### config.mk
export PLATFORM = sky130hd
export DESIGN_NAME = hextile_tile_decoder_top
export DESIGN_NICKNAME = d
export VERILOG_FILES = /design/src/rtl/hxt_pkg.sv /design/src/rtl/hxt_parse.sv /design/src/rtl/hextile_tile_decoder_top.sv
export SDC_FILE = /design/constraint.sdc
export NUM_CORES = 1
export LEC_CHECK = 0
export ABC_CLOCK_PERIOD_IN_PS = 9900
export BUFFER_PORTS_ARGS = -buffer_cell sky130_fd_sc_hd__buf_2
export CORE_MARGIN = 2
export CORE_UTILIZATION = 47
export CTS_BUF_LIST = sky130_fd_sc_hd__clkbuf_4
export DETAILED_ROUTE_END_ITERATION = 7
export GPL_TIMING_DRIVEN = 0
export MAX_ROUTING_LAYER = met4
export SYNTH_ARGS = -nofsm -noshare
export SYNTH_HDL_FRONTEND = slang
export SYNTH_SLANG_ARGS = --single-unit
export TNS_END_PERCENT = 100
### constraint.sdc
create_clock -name clk -period 9.9 [get_ports clk]
set_input_delay 0.99 -clock clk [delete_from_list [all_inputs] [get_ports clk]]
set_output_delay 0.99 -clock clk [all_outputs]
set_load 0.02 [all_outputs]
### src/rtl/hxt_pkg.sv
`timescale 1ns / 1ps

package hxt_pkg;

  // Tile edge length in pixels.
  localparam int unsigned TileSize = 16;

  // Item operations.
  localparam logic OP_START = 1'b0;
  localparam logic OP_BYTE  = 1'b1;

  // Result kinds.
  localparam logic [1:0] KIND_FILL  = 2'd0;
  localparam logic [1:0] KIND_PIXEL = 2'd1;
  localparam logic [1:0] KIND_SKIP  = 2'd2;

  // Parser phases.
  localparam logic [3:0] PH_IDLE   = 4'd0;
  localparam logic [3:0] PH_SUBENC = 4'd1;
  localparam logic [3:0] PH_RAW    = 4'd2;
  localparam logic [3:0] PH_ZLEN   = 4'd3;
  localparam logic [3:0] PH_ZSKIP  = 4'd4;
  localparam logic [3:0] PH_BG     = 4'd5;
  localparam logic [3:0] PH_FG     = 4'd6;
  localparam logic [3:0] PH_COUNT  = 4'd7;
  localparam logic [3:0] PH_SCOLOR = 4'd8;
  localparam logic [3:0] PH_GEO1   = 4'd9;
  localparam logic [3:0] PH_GEO2   = 4'd10;

  // Subencoding flag bits.
  localparam int unsigned SE_RAW   = 0;
  localparam int unsigned SE_BG    = 1;
  localparam int unsigned SE_FG    = 2;
  localparam int unsigned SE_SUBR  = 3;
  localparam int unsigned SE_COLSR = 4;
  localparam int unsigned SE_ZLO   = 5;
  localparam int unsigned SE_ZHI   = 6;

  // Pixel size codes.
  localparam logic [1:0] PSZ_8  = 2'd0;
  localparam logic [1:0] PSZ_16 = 2'd1;

  // Parser state.
  typedef struct packed {
    logic [3:0]  phase;
    logic [16:0] tile_x;
    logic [16:0] tile_y;
    logic [4:0]  tile_w;
    logic [4:0]  tile_h;
    logic [16:0] rect_right;
    logic [16:0] rect_bottom;
    logic [15:0] rect_left;
    logic [7:0]  sub_flags;
    logic [31:0] background;
    logic [31:0] foreground;
    logic [7:0]  subrects_left;
    logic [15:0] byte_counter;
    logic [31:0] partial;
    logic [7:0]  geo;
    logic [1:0]  px_last;
    logic [3:0]  pix_col;
    logic [3:0]  pix_row;
  } st_t;

  // One drawing command.
  typedef struct packed {
    logic [1:0]  kind;
    logic [15:0] pos_x;
    logic [15:0] pos_y;
    logic [4:0]  fill_w;
    logic [4:0]  fill_h;
    logic [31:0] color;
    logic        rect_done;
  } res_t;

  // Clips a remaining span to one tile.
  function automatic logic [4:0] clip_dim(input logic [16:0] span);
    logic [4:0] d;
    if (span < 17'(TileSize)) begin
      d = span[4:0];
    end else begin
      d = 5'(TileSize);
    end
    return d;
  endfunction

endpackage

### src/rtl/hxt_parse.sv
`timescale 1ns / 1ps

module hxt_parse import hxt_pkg::*; (
  input  st_t         st,
  input  logic [1:0]  cfg_code,
  input  logic        op,
  input  logic [15:0] rect_x,
  input  logic [15:0] rect_y,
  input  logic [15:0] rect_w,
  input  logic [15:0] rect_h,
  input  logic [7:0]  data_byte,
  output st_t         st_nxt,
  output logic        res_valid,
  output res_t        res
);

  logic [31:0] mask;
  logic [31:0] pv_g;
  logic        g_done;
  logic [31:0] merged_bg;
  logic [31:0] merged_fg;
  logic [17:0] x_sum;
  logic [17:0] y_sum;
  logic        x_more;
  logic        y_more;
  logic        is_last;
  logic [16:0] adv_x;
  logic [16:0] adv_y;
  logic [7:0]  flags;
  logic [31:0] bgv;
  logic        ends;
  logic        do_next;
  logic        bg_fill;
  logic        end_silent;
  logic        skip;
  logic [15:0] zlen;
  logic [15:0] zdec;
  logic [7:0]  sl_dec;

  // Pixel mask and byte gathering.
  always_comb begin
    case (st.px_last)
      2'd0:    mask = 32'h0000_00ff;
      2'd1:    mask = 32'h0000_ffff;
      default: mask = 32'hffff_ffff;
    endcase
    pv_g      = st.partial | (32'(data_byte) << {st.byte_counter[1:0], 3'b000});
    g_done    = (st.byte_counter[1:0] == st.px_last);
    merged_bg = (st.background & ~mask) | (pv_g & mask);
    merged_fg = (st.foreground & ~mask) | (pv_g & mask);
  end

  // Tile position against the rectangle edges.
  always_comb begin
    x_sum   = 18'(st.tile_x) + 18'(st.tile_w);
    y_sum   = 18'(st.tile_y) + 18'(st.tile_h);
    x_more  = x_sum < 18'(st.rect_right);
    y_more  = y_sum < 18'(st.rect_bottom);
    is_last = !x_more && !y_more;
    adv_x   = x_more ? (st.tile_x + 17'(TileSize)) : 17'(st.rect_left);
    adv_y   = x_more ? st.tile_y : (st.tile_y + 17'(TileSize));
  end

  // One parse step per item.
  always_comb begin
    st_nxt     = st;
    res_valid  = 1'b0;
    res        = '0;
    ends       = 1'b0;
    do_next    = 1'b0;
    bg_fill    = 1'b0;
    end_silent = 1'b0;
    skip       = 1'b0;
    flags      = (st.phase == PH_SUBENC) ? data_byte : st.sub_flags;
    bgv        = (st.phase == PH_BG) ? merged_bg : st.background;
    zlen       = {st.partial[15:8], data_byte};
    zdec       = (st.byte_counter != 16'd0) ? (st.byte_counter - 16'd1) : st.byte_counter;
    sl_dec     = st.subrects_left - 8'd1;

    if (op == OP_START) begin
      case (cfg_code)
        PSZ_8:   st_nxt.px_last = 2'd0;
        PSZ_16:  st_nxt.px_last = 2'd1;
        default: st_nxt.px_last = 2'd3;
      endcase
      st_nxt.rect_left    = rect_x;
      st_nxt.rect_right   = 17'(rect_x) + 17'(rect_w);
      st_nxt.rect_bottom  = 17'(rect_y) + 17'(rect_h);
      st_nxt.tile_x       = 17'(rect_x);
      st_nxt.tile_y       = 17'(rect_y);
      st_nxt.byte_counter = '0;
      st_nxt.partial      = '0;
      if (rect_w == 16'd0 || rect_h == 16'd0) begin
        st_nxt.tile_w = '0;
        st_nxt.tile_h = '0;
        st_nxt.phase  = PH_IDLE;
      end else begin
        st_nxt.tile_w = clip_dim(17'(rect_w));
        st_nxt.tile_h = clip_dim(17'(rect_h));
        st_nxt.phase  = PH_SUBENC;
      end
    end else begin
      case (st.phase)
        PH_SUBENC: begin
          st_nxt.sub_flags    = data_byte;
          st_nxt.byte_counter = '0;
          st_nxt.partial      = '0;
          if (data_byte[SE_RAW]) begin
            st_nxt.phase   = PH_RAW;
            st_nxt.pix_col = '0;
            st_nxt.pix_row = '0;
          end else if (data_byte[SE_ZLO] || data_byte[SE_ZHI]) begin
            st_nxt.phase = PH_ZLEN;
          end else if (data_byte[SE_BG]) begin
            st_nxt.phase = PH_BG;
          end else begin
            bg_fill = 1'b1;
          end
        end
        PH_RAW: begin
          st_nxt.partial      = pv_g;
          st_nxt.byte_counter = st.byte_counter + 16'd1;
          if (g_done) begin
            ends      = (5'(st.pix_col) == st.tile_w - 5'd1)
                     && (5'(st.pix_row) == st.tile_h - 5'd1);
            res_valid = 1'b1;
            res.kind  = KIND_PIXEL;
            res.pos_x = st.tile_x[15:0] + 16'(st.pix_col);
            res.pos_y = st.tile_y[15:0] + 16'(st.pix_row);
            res.fill_w = 5'd1;
            res.fill_h = 5'd1;
            res.color  = pv_g & mask;
            res.rect_done = ends && is_last;
            st_nxt.partial      = '0;
            st_nxt.byte_counter = '0;
            if (5'(st.pix_col) == st.tile_w - 5'd1) begin
              st_nxt.pix_col = '0;
              st_nxt.pix_row = st.pix_row + 4'd1;
            end else begin
              st_nxt.pix_col = st.pix_col + 4'd1;
            end
            do_next = ends;
          end
        end
        PH_ZLEN: begin
          if (st.byte_counter == 16'd0) begin
            st_nxt.partial      = {16'd0, data_byte, 8'd0};
            st_nxt.byte_counter = 16'd1;
          end else begin
            st_nxt.byte_counter = zlen;
            st_nxt.partial      = '0;
            if (zlen == 16'd0) begin
              skip = 1'b1;
            end else begin
              st_nxt.phase = PH_ZSKIP;
            end
          end
        end
        PH_ZSKIP: begin
          st_nxt.byte_counter = zdec;
          skip = (zdec == 16'd0);
        end
        PH_BG: begin
          st_nxt.partial      = pv_g;
          st_nxt.byte_counter = st.byte_counter + 16'd1;
          if (g_done) begin
            st_nxt.background = merged_bg;
            bg_fill = 1'b1;
          end
        end
        PH_FG: begin
          st_nxt.partial      = pv_g;
          st_nxt.byte_counter = st.byte_counter + 16'd1;
          if (g_done) begin
            st_nxt.foreground = merged_fg;
            if (st.sub_flags[SE_SUBR]) begin
              st_nxt.phase = PH_COUNT;
            end else begin
              end_silent = 1'b1;
            end
          end
        end
        PH_COUNT: begin
          st_nxt.subrects_left = data_byte;
          if (data_byte == 8'd0) begin
            end_silent = 1'b1;
          end else if (st.sub_flags[SE_COLSR]) begin
            st_nxt.phase        = PH_SCOLOR;
            st_nxt.byte_counter = '0;
            st_nxt.partial      = '0;
          end else begin
            st_nxt.phase = PH_GEO1;
          end
        end
        PH_SCOLOR: begin
          st_nxt.partial      = pv_g;
          st_nxt.byte_counter = st.byte_counter + 16'd1;
          if (g_done) begin
            st_nxt.foreground = merged_fg;
            st_nxt.phase      = PH_GEO1;
          end
        end
        PH_GEO1: begin
          st_nxt.geo   = data_byte;
          st_nxt.phase = PH_GEO2;
        end
        PH_GEO2: begin
          st_nxt.subrects_left = sl_dec;
          ends          = (sl_dec == 8'd0);
          res_valid     = 1'b1;
          res.kind      = KIND_FILL;
          res.pos_x     = st.tile_x[15:0] + 16'(st.geo[7:4]);
          res.pos_y     = st.tile_y[15:0] + 16'(st.geo[3:0]);
          res.fill_w    = 5'(data_byte[7:4]) + 5'd1;
          res.fill_h    = 5'(data_byte[3:0]) + 5'd1;
          res.color     = st.foreground & mask;
          res.rect_done = ends && is_last;
          if (ends) begin
            do_next = 1'b1;
          end else if (st.sub_flags[SE_COLSR]) begin
            st_nxt.phase        = PH_SCOLOR;
            st_nxt.byte_counter = '0;
            st_nxt.partial      = '0;
          end else begin
            st_nxt.phase = PH_GEO1;
          end
        end
        default: begin
          st_nxt = st;
        end
      endcase
    end

    // Background fill, then the foreground or subrects that follow it.
    if (bg_fill) begin
      if (flags[SE_FG]) begin
        st_nxt.phase        = PH_FG;
        st_nxt.byte_counter = '0;
        st_nxt.partial      = '0;
      end else if (flags[SE_SUBR]) begin
        st_nxt.phase = PH_COUNT;
      end else begin
        ends = 1'b1;
      end
      res_valid     = 1'b1;
      res.kind      = KIND_FILL;
      res.pos_x     = st.tile_x[15:0];
      res.pos_y     = st.tile_y[15:0];
      res.fill_w    = st.tile_w;
      res.fill_h    = st.tile_h;
      res.color     = bgv & mask;
      res.rect_done = ends && is_last;
      do_next       = ends;
    end

    // A tile that ends with no command marks the rectangle end if last.
    if (end_silent) begin
      if (is_last) begin
        res_valid     = 1'b1;
        res.kind      = KIND_FILL;
        res.pos_x     = st.tile_x[15:0];
        res.pos_y     = st.tile_y[15:0];
        res.fill_w    = '0;
        res.fill_h    = '0;
        res.color     = '0;
        res.rect_done = 1'b1;
      end
      do_next = 1'b1;
    end

    // Compressed tile skipped.
    if (skip) begin
      res_valid     = 1'b1;
      res.kind      = KIND_SKIP;
      res.pos_x     = st.tile_x[15:0];
      res.pos_y     = st.tile_y[15:0];
      res.fill_w    = st.tile_w;
      res.fill_h    = st.tile_h;
      res.color     = '0;
      res.rect_done = is_last;
      do_next       = 1'b1;
    end

    // Move to the next tile in row-major order.
    if (do_next) begin
      st_nxt.tile_x = adv_x;
      if (x_more || y_more) begin
        st_nxt.tile_y = adv_y;
        st_nxt.tile_w = clip_dim(st.rect_right - adv_x);
        st_nxt.tile_h = clip_dim(st.rect_bottom - adv_y);
        st_nxt.phase  = PH_SUBENC;
      end else begin
        st_nxt.phase = PH_IDLE;
      end
    end
  end

endmodule

### src/rtl/hextile_tile_decoder_top.sv
`timescale 1ns / 1ps

// Hextile rectangle decoder. A start item (op 0) gives a rectangle; the stream
// bytes that follow (op 1) are parsed tile by tile into fill, pixel and
// skipped-tile commands, at most one per item. Every item is registered, parsed
// combinationally and its command lands in the output register, so one item is
// taken per clock while the output is drained. The pixel size register is
// sampled at each rectangle start and should be written only while the block is
// idle.
module hextile_tile_decoder_top import hxt_pkg::*; (
  input  logic        clk,
  input  logic        rst_n,
  input  logic        cfg_valid,
  output logic        cfg_ready,
  input  logic [1:0]  cfg_pixel_size_code,
  input  logic        in_valid,
  output logic        in_ready,
  input  logic        in_op,
  input  logic [15:0] in_rect_x,
  input  logic [15:0] in_rect_y,
  input  logic [15:0] in_rect_w,
  input  logic [15:0] in_rect_h,
  input  logic [7:0]  in_data_byte,
  output logic        out_valid,
  input  logic        out_ready,
  output logic [1:0]  out_kind,
  output logic [15:0] out_pos_x,
  output logic [15:0] out_pos_y,
  output logic [4:0]  out_fill_w,
  output logic [4:0]  out_fill_h,
  output logic [31:0] out_color,
  output logic        out_rect_done
);

  // Parser state after reset: idle, four-byte pixels, everything else zero.
  localparam st_t StReset = '{phase: PH_IDLE, px_last: 2'd3, default: '0};

  logic [1:0]  psz_r;
  logic        item_v_r;
  logic        op_r;
  logic [15:0] rx_r;
  logic [15:0] ry_r;
  logic [15:0] rw_r;
  logic [15:0] rh_r;
  logic [7:0]  db_r;
  st_t         st_r;
  st_t         st_nxt;
  logic        res_v;
  res_t        res;
  logic        out_valid_r;
  res_t        out_r;
  logic        adv;

  assign cfg_ready = 1'b1;
  assign adv       = item_v_r && (!out_valid_r || out_ready);
  assign in_ready  = !item_v_r || adv;

  // Configuration register.
  always_ff @(posedge clk) begin
    if (!rst_n) begin
      psz_r <= 2'd2;
    end else if (cfg_valid && cfg_ready) begin
      psz_r <= cfg_pixel_size_code;
    end
  end

  // Input item register.
  always_ff @(posedge clk) begin
    if (!rst_n) begin
      item_v_r <= 1'b0;
    end else if (in_ready) begin
      item_v_r <= in_valid;
    end
  end

  always_ff @(posedge clk) begin
    if (in_valid && in_ready) begin
      op_r <= in_op;
      rx_r <= in_rect_x;
      ry_r <= in_rect_y;
      rw_r <= in_rect_w;
      rh_r <= in_rect_h;
      db_r <= in_data_byte;
    end
  end

  hxt_parse u_parse (
    .st        (st_r),
    .cfg_code  (psz_r),
    .op        (op_r),
    .rect_x    (rx_r),
    .rect_y    (ry_r),
    .rect_w    (rw_r),
    .rect_h    (rh_r),
    .data_byte (db_r),
    .st_nxt    (st_nxt),
    .res_valid (res_v),
    .res       (res)
  );

  // Parser state.
  always_ff @(posedge clk) begin
    if (!rst_n) begin
      st_r <= StReset;
    end else if (adv) begin
      st_r <= st_nxt;
    end
  end

  // Output register.
  always_ff @(posedge clk) begin
    if (!rst_n) begin
      out_valid_r <= 1'b0;
    end else begin
      out_valid_r <= (adv && res_v) || (out_valid_r && !out_ready);
    end
  end

  always_ff @(posedge clk) begin
    if (adv && res_v) begin
      out_r <= res;
    end
  end

  assign out_valid     = out_valid_r;
  assign out_kind      = out_r.kind;
  assign out_pos_x     = out_r.pos_x;
  assign out_pos_y     = out_r.pos_y;
  assign out_fill_w    = out_r.fill_w;
  assign out_fill_h    = out_r.fill_h;
  assign out_color     = out_r.color;
  assign out_rect_done = out_r.rect_done;

`ifndef SYNTHESIS
  // A held item with a stalled output must block the input.
  a_stall_blocks: assert property (@(posedge clk) disable iff (!rst_n)
    item_v_r && out_valid_r && !out_ready |-> !in_ready)
    else $error("input taken while parse stage is stalled");

  // A new result only appears after a parse step.
  a_res_from_step: assert property (@(posedge clk) disable iff (!rst_n)
    $rose(out_valid_r) |-> $past(adv))
    else $error("result appeared without a parse step");

  // Skipped tiles always cover a non-empty tile.
  a_skip_size: assert property (@(posedge clk) disable iff (!rst_n)
    out_valid_r && out_r.kind == KIND_SKIP |-> out_r.fill_w != 5'd0 && out_r.fill_h != 5'd0)
    else $error("skip result with empty tile");
`endif

endmodule
Word level (Yosys, flattened, before mapping). Index checks and enable logic that the tools add are counted.

Register bits: 395. Input port bits: 80. Output and inout port bits: 80. Word-level logic and storage cells: 224.

$add $sub $neg: 21. Magnitude comparators: 6. Equality and inequality tests: 19. Shift-type cells: 1. Mux-type cells: 88. Bitwise logic cells: 10. Reductions and logical operators: 44.

Operators with widths (number): $mux 48 (9); $mux 77 (4); $pmux 32 s6 (1); $and 32x32->32 (5); $pmux 77 s2 (1); $pmux 16 s7 (1); $mux 98 (1); $or 32x32->32 (3); $logic_not 16->1 (5); $mux 76 (1); $mux 75 (1); $add 16x4->16 (4); $mux 4 (16); $pmux 32 s2 (1); $add 17x5->18 (2); $lt 18x17->1 (2); $add 16x16->17 (2); $add 17x5->17 const B (2); $lt 17x5->1 const B (2); $mux 17 (2); $sub 17x17->17 (2); $lt 16x5->1 const B (2); $mux 32 (1); $not 32->32 (1); other kinds (41) (118).

Depth between registers and ports, before layout.
Depth after elaboration: 14. Gate-level depth with buffers: 32.

Cells and area by module. A second synthesis with hierarchy kept.

Cell total of the unflattened synthesis: 3412. Area, all modules: 27739.1 µm².

Modules (own cells, without submodules): hextile_tile_decoder_top (times used 1, cells an instance 1229, area an instance 14355.0 µm²); hxt_parse (times used 1, cells an instance 2183, area an instance 13384.1 µm²).

Worst setup path before layout. Ideal clock, no wire load.

Path type: register to register. Start point: register st_r[201] (netlist name). End point: register st_r[204] (netlist name). Setup time: 88 ps. Arrival time: 6782 ps. Setup slack: 3031 ps. Cell stages (with the launch flop): 32. Path buffers: 3. Cells stage by stage: dfxtp_1 ha_1 fa_1 a21o_1 a21oi_1 nor2b_1 o2111ai_1 nor2_1 xor2_1 ha_1 and4_1 nand3_1 a2bb2oi_1 o21ai_1 a211oi_2 buf_2 buf_1 mux2i_1 ha_1 nor2b_1 o31a_1 o21a_1 o21a_1 nor2_1 o2111a_1 a2111o_1 buf_2 a2111oi_0 a211o_1 a2111oi_0 nand4_1 o31ai_1.

Cells in the longest elaborated chain, start to end: 13.

Ends and longest elaborated chain: from (decl) (line hextile_tile_decoder_top.sv:46) `st_t st_r;`; from (signal assigned) (line hextile_tile_decoder_top.sv:104) `st_r <= StReset;`; from (signal assigned) (line hextile_tile_decoder_top.sv:106) `st_r <= st_nxt;`; branches (longest 12 deep; another with $add 17x5->18); $mux 48 (*) (line hxt_parse.sv:285) `if (do_next) begin`.

Mark *: on every way between the ends. The select of a mux whose other input is x is not followed. A chain may end at the register's enable or synchronous reset.

Final worst setup path.
Start point: register st_r[223] (netlist name). End point: register st_r[204] (netlist name).

Cells in the longest elaborated chain, start to end: 8.

Ends and longest elaborated chain: $add 17x5->18 (line hxt_parse.sv:55) `x_sum = 18'(st.tile_x) + 18'(st.tile_w);`; $lt 18x17->1 (line hxt_parse.sv:57) `x_more = x_sum < 18'(st.rect_right);`; $mux 17 (line hxt_parse.sv:60) `adv_x = x_more ? (st.tile_x + 17'(TileSize)) : 17'(st.rect_left);`; $sub 17x17->17 (line hxt_parse.sv:289) `st_nxt.tile_w = clip_dim(st.rect_right - adv_x);`; $lt 17x5->1 (line hxt_pkg.sv:79) `if (span < 17'(TileSize)) begin`; $mux 5 (line hxt_pkg.sv:79); $mux 27 (*) (line hxt_parse.sv:287) `if (x_more || y_more) begin`; $mux 48 (*) (line hxt_parse.sv:285).

Mark *: on every way between the ends. The rest lies on a longest branch, timed or not.

==> results.json <==
{
  "status": "complete, no violations",
  "insertion_delay_ns": 0.93,
  "ys_seq_area_share_pct": 38.0,
  "grt_overflow": 0,
  "post-route-min-period_ns": 9.38,
  "syn_inst": 2899,
  "cts_made_buffers": 106,
  "grt_pass1_vias": 22335,
  "htree_num_levels": 3,
  "core_area_sq_mm": 0.0516,
  "n_fill_cell": 4986,
  "synth.distinct_cells": 88,
  "worst_slew_pin_slew_ns": 1.39,
  "path_class": "reg -> reg",
  "clockBufferDepth": 3,
  "hp-class": "in -> reg",
  "yosysWarnings": 0,
  "num_io_pins": 160,
  "fp.dieW_microns": 233,
  "clock-sinks": 393,
  "p_leak_nw": 11.4,
  "crit_arrival_ns": 10.21,
  "die-area_sq_mm": 0.0543,
  "wl_per_cell_microns": 23.2,
  "peakVddDrop_uv": 125,
  "maxSlewViolCount": 0,
  "cts_tree": "yes",
  "cp_data_required_time_ns": 10.72,
  "register_area_sq_mm": 0.00937,
  "dp_hpwl_mm": 68.5,
  "firstDrtPassIters": 7,
  "gpl.final_weighted_congestion": 0.966,
  "antenna_found_initial": 5,
  "drt-vias-per-instance": 6.10,
  "slowest_delay_ns": 0.71,
  "multi_input_area_sq_mm": 0.0141,
  "slowest_stage": "a2111oi_0",
  "port_buffers": 157,
  "placementRows": 83,
  "rsz0062_at_grt": "no",
  "max_freq_ghz": 0.107,
  "syn_nets": 3119,
  "drc": 0,
  "drive_gt1_share_pct": 11.9,
  "fp.dieH_microns": 233,
  "nets": 3386,
  "synth_flop_cell": "dfxtp_1",
  "postPlaceCellArea_sq_mm": 0.0263,
  "setup_viol": 0,
  "p_per_area_mw_per_mm2": 149,
  "max_slew_margin_pct": 4.93,
  "yosys_register_bits": 393,
  "finalHoldViolCount": 0,
  "startpoint_type": "flop",
  "synth_area_leader_cell": "dfxtp_1",
  "crit_path_end_kind": "flop",
  "final_antenna_net_count": 0,
  "num_vias": 24018,
  "synthArstFlopShare_pct": 0,
  "path_clk_slew_ns": 0.07,
  "syn_area_sq_mm": 0.0246,
  "grt_max_degree": 68,
  "syn2layout_area_growth_pct": 12.5,
  "rrSetupSlack_ns": 0.52,
  "grt_use_total_pct": 34.2,
  "first_iter_violations": 2539,
  "design_area_sq_mm": 0.0277,
  "setup_tns_ns": 0,
  "cp_max_fo": 10,
  "maxCapViolCount": 0,
  "grt_pass1_wl_mm": 136,
  "totalWireLength_mm": 91.3,
  "initial_core_util_pct": 47.7,
  "synth_area_leaders": "dfxtp_1, edfxtp_1, ha_1, nand2_1, a21oi_1",
  "synth_top_area_share_pct": 19.7,
  "fin_skew_ns": 0.0593,
  "root_buffer": "clkbuf_4",
  "synth-edff-count": 150,
  "syn_area_per_cell_sq_um": 8.50,
  "period_share_pct": 94.8
}
[metrics by stage]
step	std cells	setup slack [ns]	hold slack [ns]	total power [mW]	utilization (%)
global placement	3736	0.621	0.452	2.66	50.9
CTS	3934	0.443	0.175	4.14	53.7
finish	3937	0.516	0.246	4.13	53.7
global route	3937	0.0535	0.190	4.33	53.7
detailed placement	3738	0.525	0.461	2.67	51.1
floorplan	2899	3.03	0.440	2.38	-
[Yosys cell counts (all sizes together), types with 47 or more instances]
cell,n
clkbuf,163
nand3,53
nor2b,81
nand2,378
dfxtp,243
xor2,62
a21oi,222
ha,130
inv,103
xnor2,74
o22ai,47
a21boi,50
edfxtp,150
nor3,59
and2,58
nor2,199
o211a,70
o21ai,220
[final cells by class]
| class | count | share of cell area (%) |
|---|---|---|
| diodes | 3 | 0.0271 |
| plain buffers | 194 | 2.75 |
| clock buffers | 155 | 4.20 |
| clock inverters | 41 | 0.704 |
| inverters | 103 | 1.39 |
| multi-input cells | 2209 | 51.0 |
| flip-flops and latches | 393 | 33.8 |
| well taps | 680 | 3.07 |
| repair buffers | 159 | 3.03 |
[what timing repair did]
| item | CTS | global route |
|---|---|---|
| resized for setup | 0 | 3 |
| hold buffers | 0 | 0 |
| setup buffers | 0 | 0 |
| endpoints found under the setup margin | 0 | 9 |
[critical path: cells and delay by family, from the launching register on]
kind	cells	cell delay, ns
compound gates	14	4.76
buf+inv	3	1.52
fa+ha+maj	4	1.36
simple gates	5	1.01
flops	1	0.40
xor+xnor	1	0.20
[final timing paths]
check                                  start  depth (start not counted)        end
worst max-delay path               st_r[223]                         27  st_r[204]
worst min-delay path            in_rect_h[1]                          1    rh_r[1]
worst max register to register     st_r[223]                         27  st_r[204]
worst min register to register     st_r[151]                          2  st_r[151]
[kinds of logic after synthesis]
logic type	synth area share, %
and+or+nand+nor	19.2
AOI/OAI and AO/OA	24.6
DFF	38.0
buffers and inverters	4.66
adders and majority gates	7.41
xor gates and xnor gates	4.83
muxes	1.25
other	0.0152
[report_power, final]
| group | internal (mW) | switching [mW] |
|---|---|---|
| combinational | 0.320 | 0.571 |
| clock | 0.727 | 0.749 |
| sequential | 1.72 | 0.0485 |
[flip-flops by register name, indices dropped and copies added (netlist names), 5 cells and up, named ones only]
| name | cells |
|---|---|
| st_r | 215 |
| out_color | 32 |
| out_pos_x | 16 |
| out_pos_y | 16 |
| rh_r | 16 |
| rw_r | 16 |
| rx_r | 16 |
| ry_r | 16 |
| db_r | 8 |
| out_fill_h | 5 |
| out_fill_w | 5 |
[cells in the final DEF (no fill, tap or decap), types with 59 or more instances in the layout]
cell type	count
nand2_1	378
nor3_1	59
xor2_1	62
buf_2	169
xnor2_1	74
inv_1	103
nor2_1	198
a21oi_1	221
nor2b_1	81
ha_1	130
o211a_1	69
clkbuf_4	155
clkbuf_1	163
dfxtp_1	243
edfxtp_1	150
o21ai_0	216
[routing by layer]
metal  vias to the layer above  global-route usage [%]  share of wire, %
met3                       161                    6.10               8.9
li1                      11132                       -                 -
met2                      1152                    50.7                43
met1                     11573                    47.7                45
met5                         -                       -                 0
met4                         0                    9.63               2.6
Power figures use the tool's default switching activity.
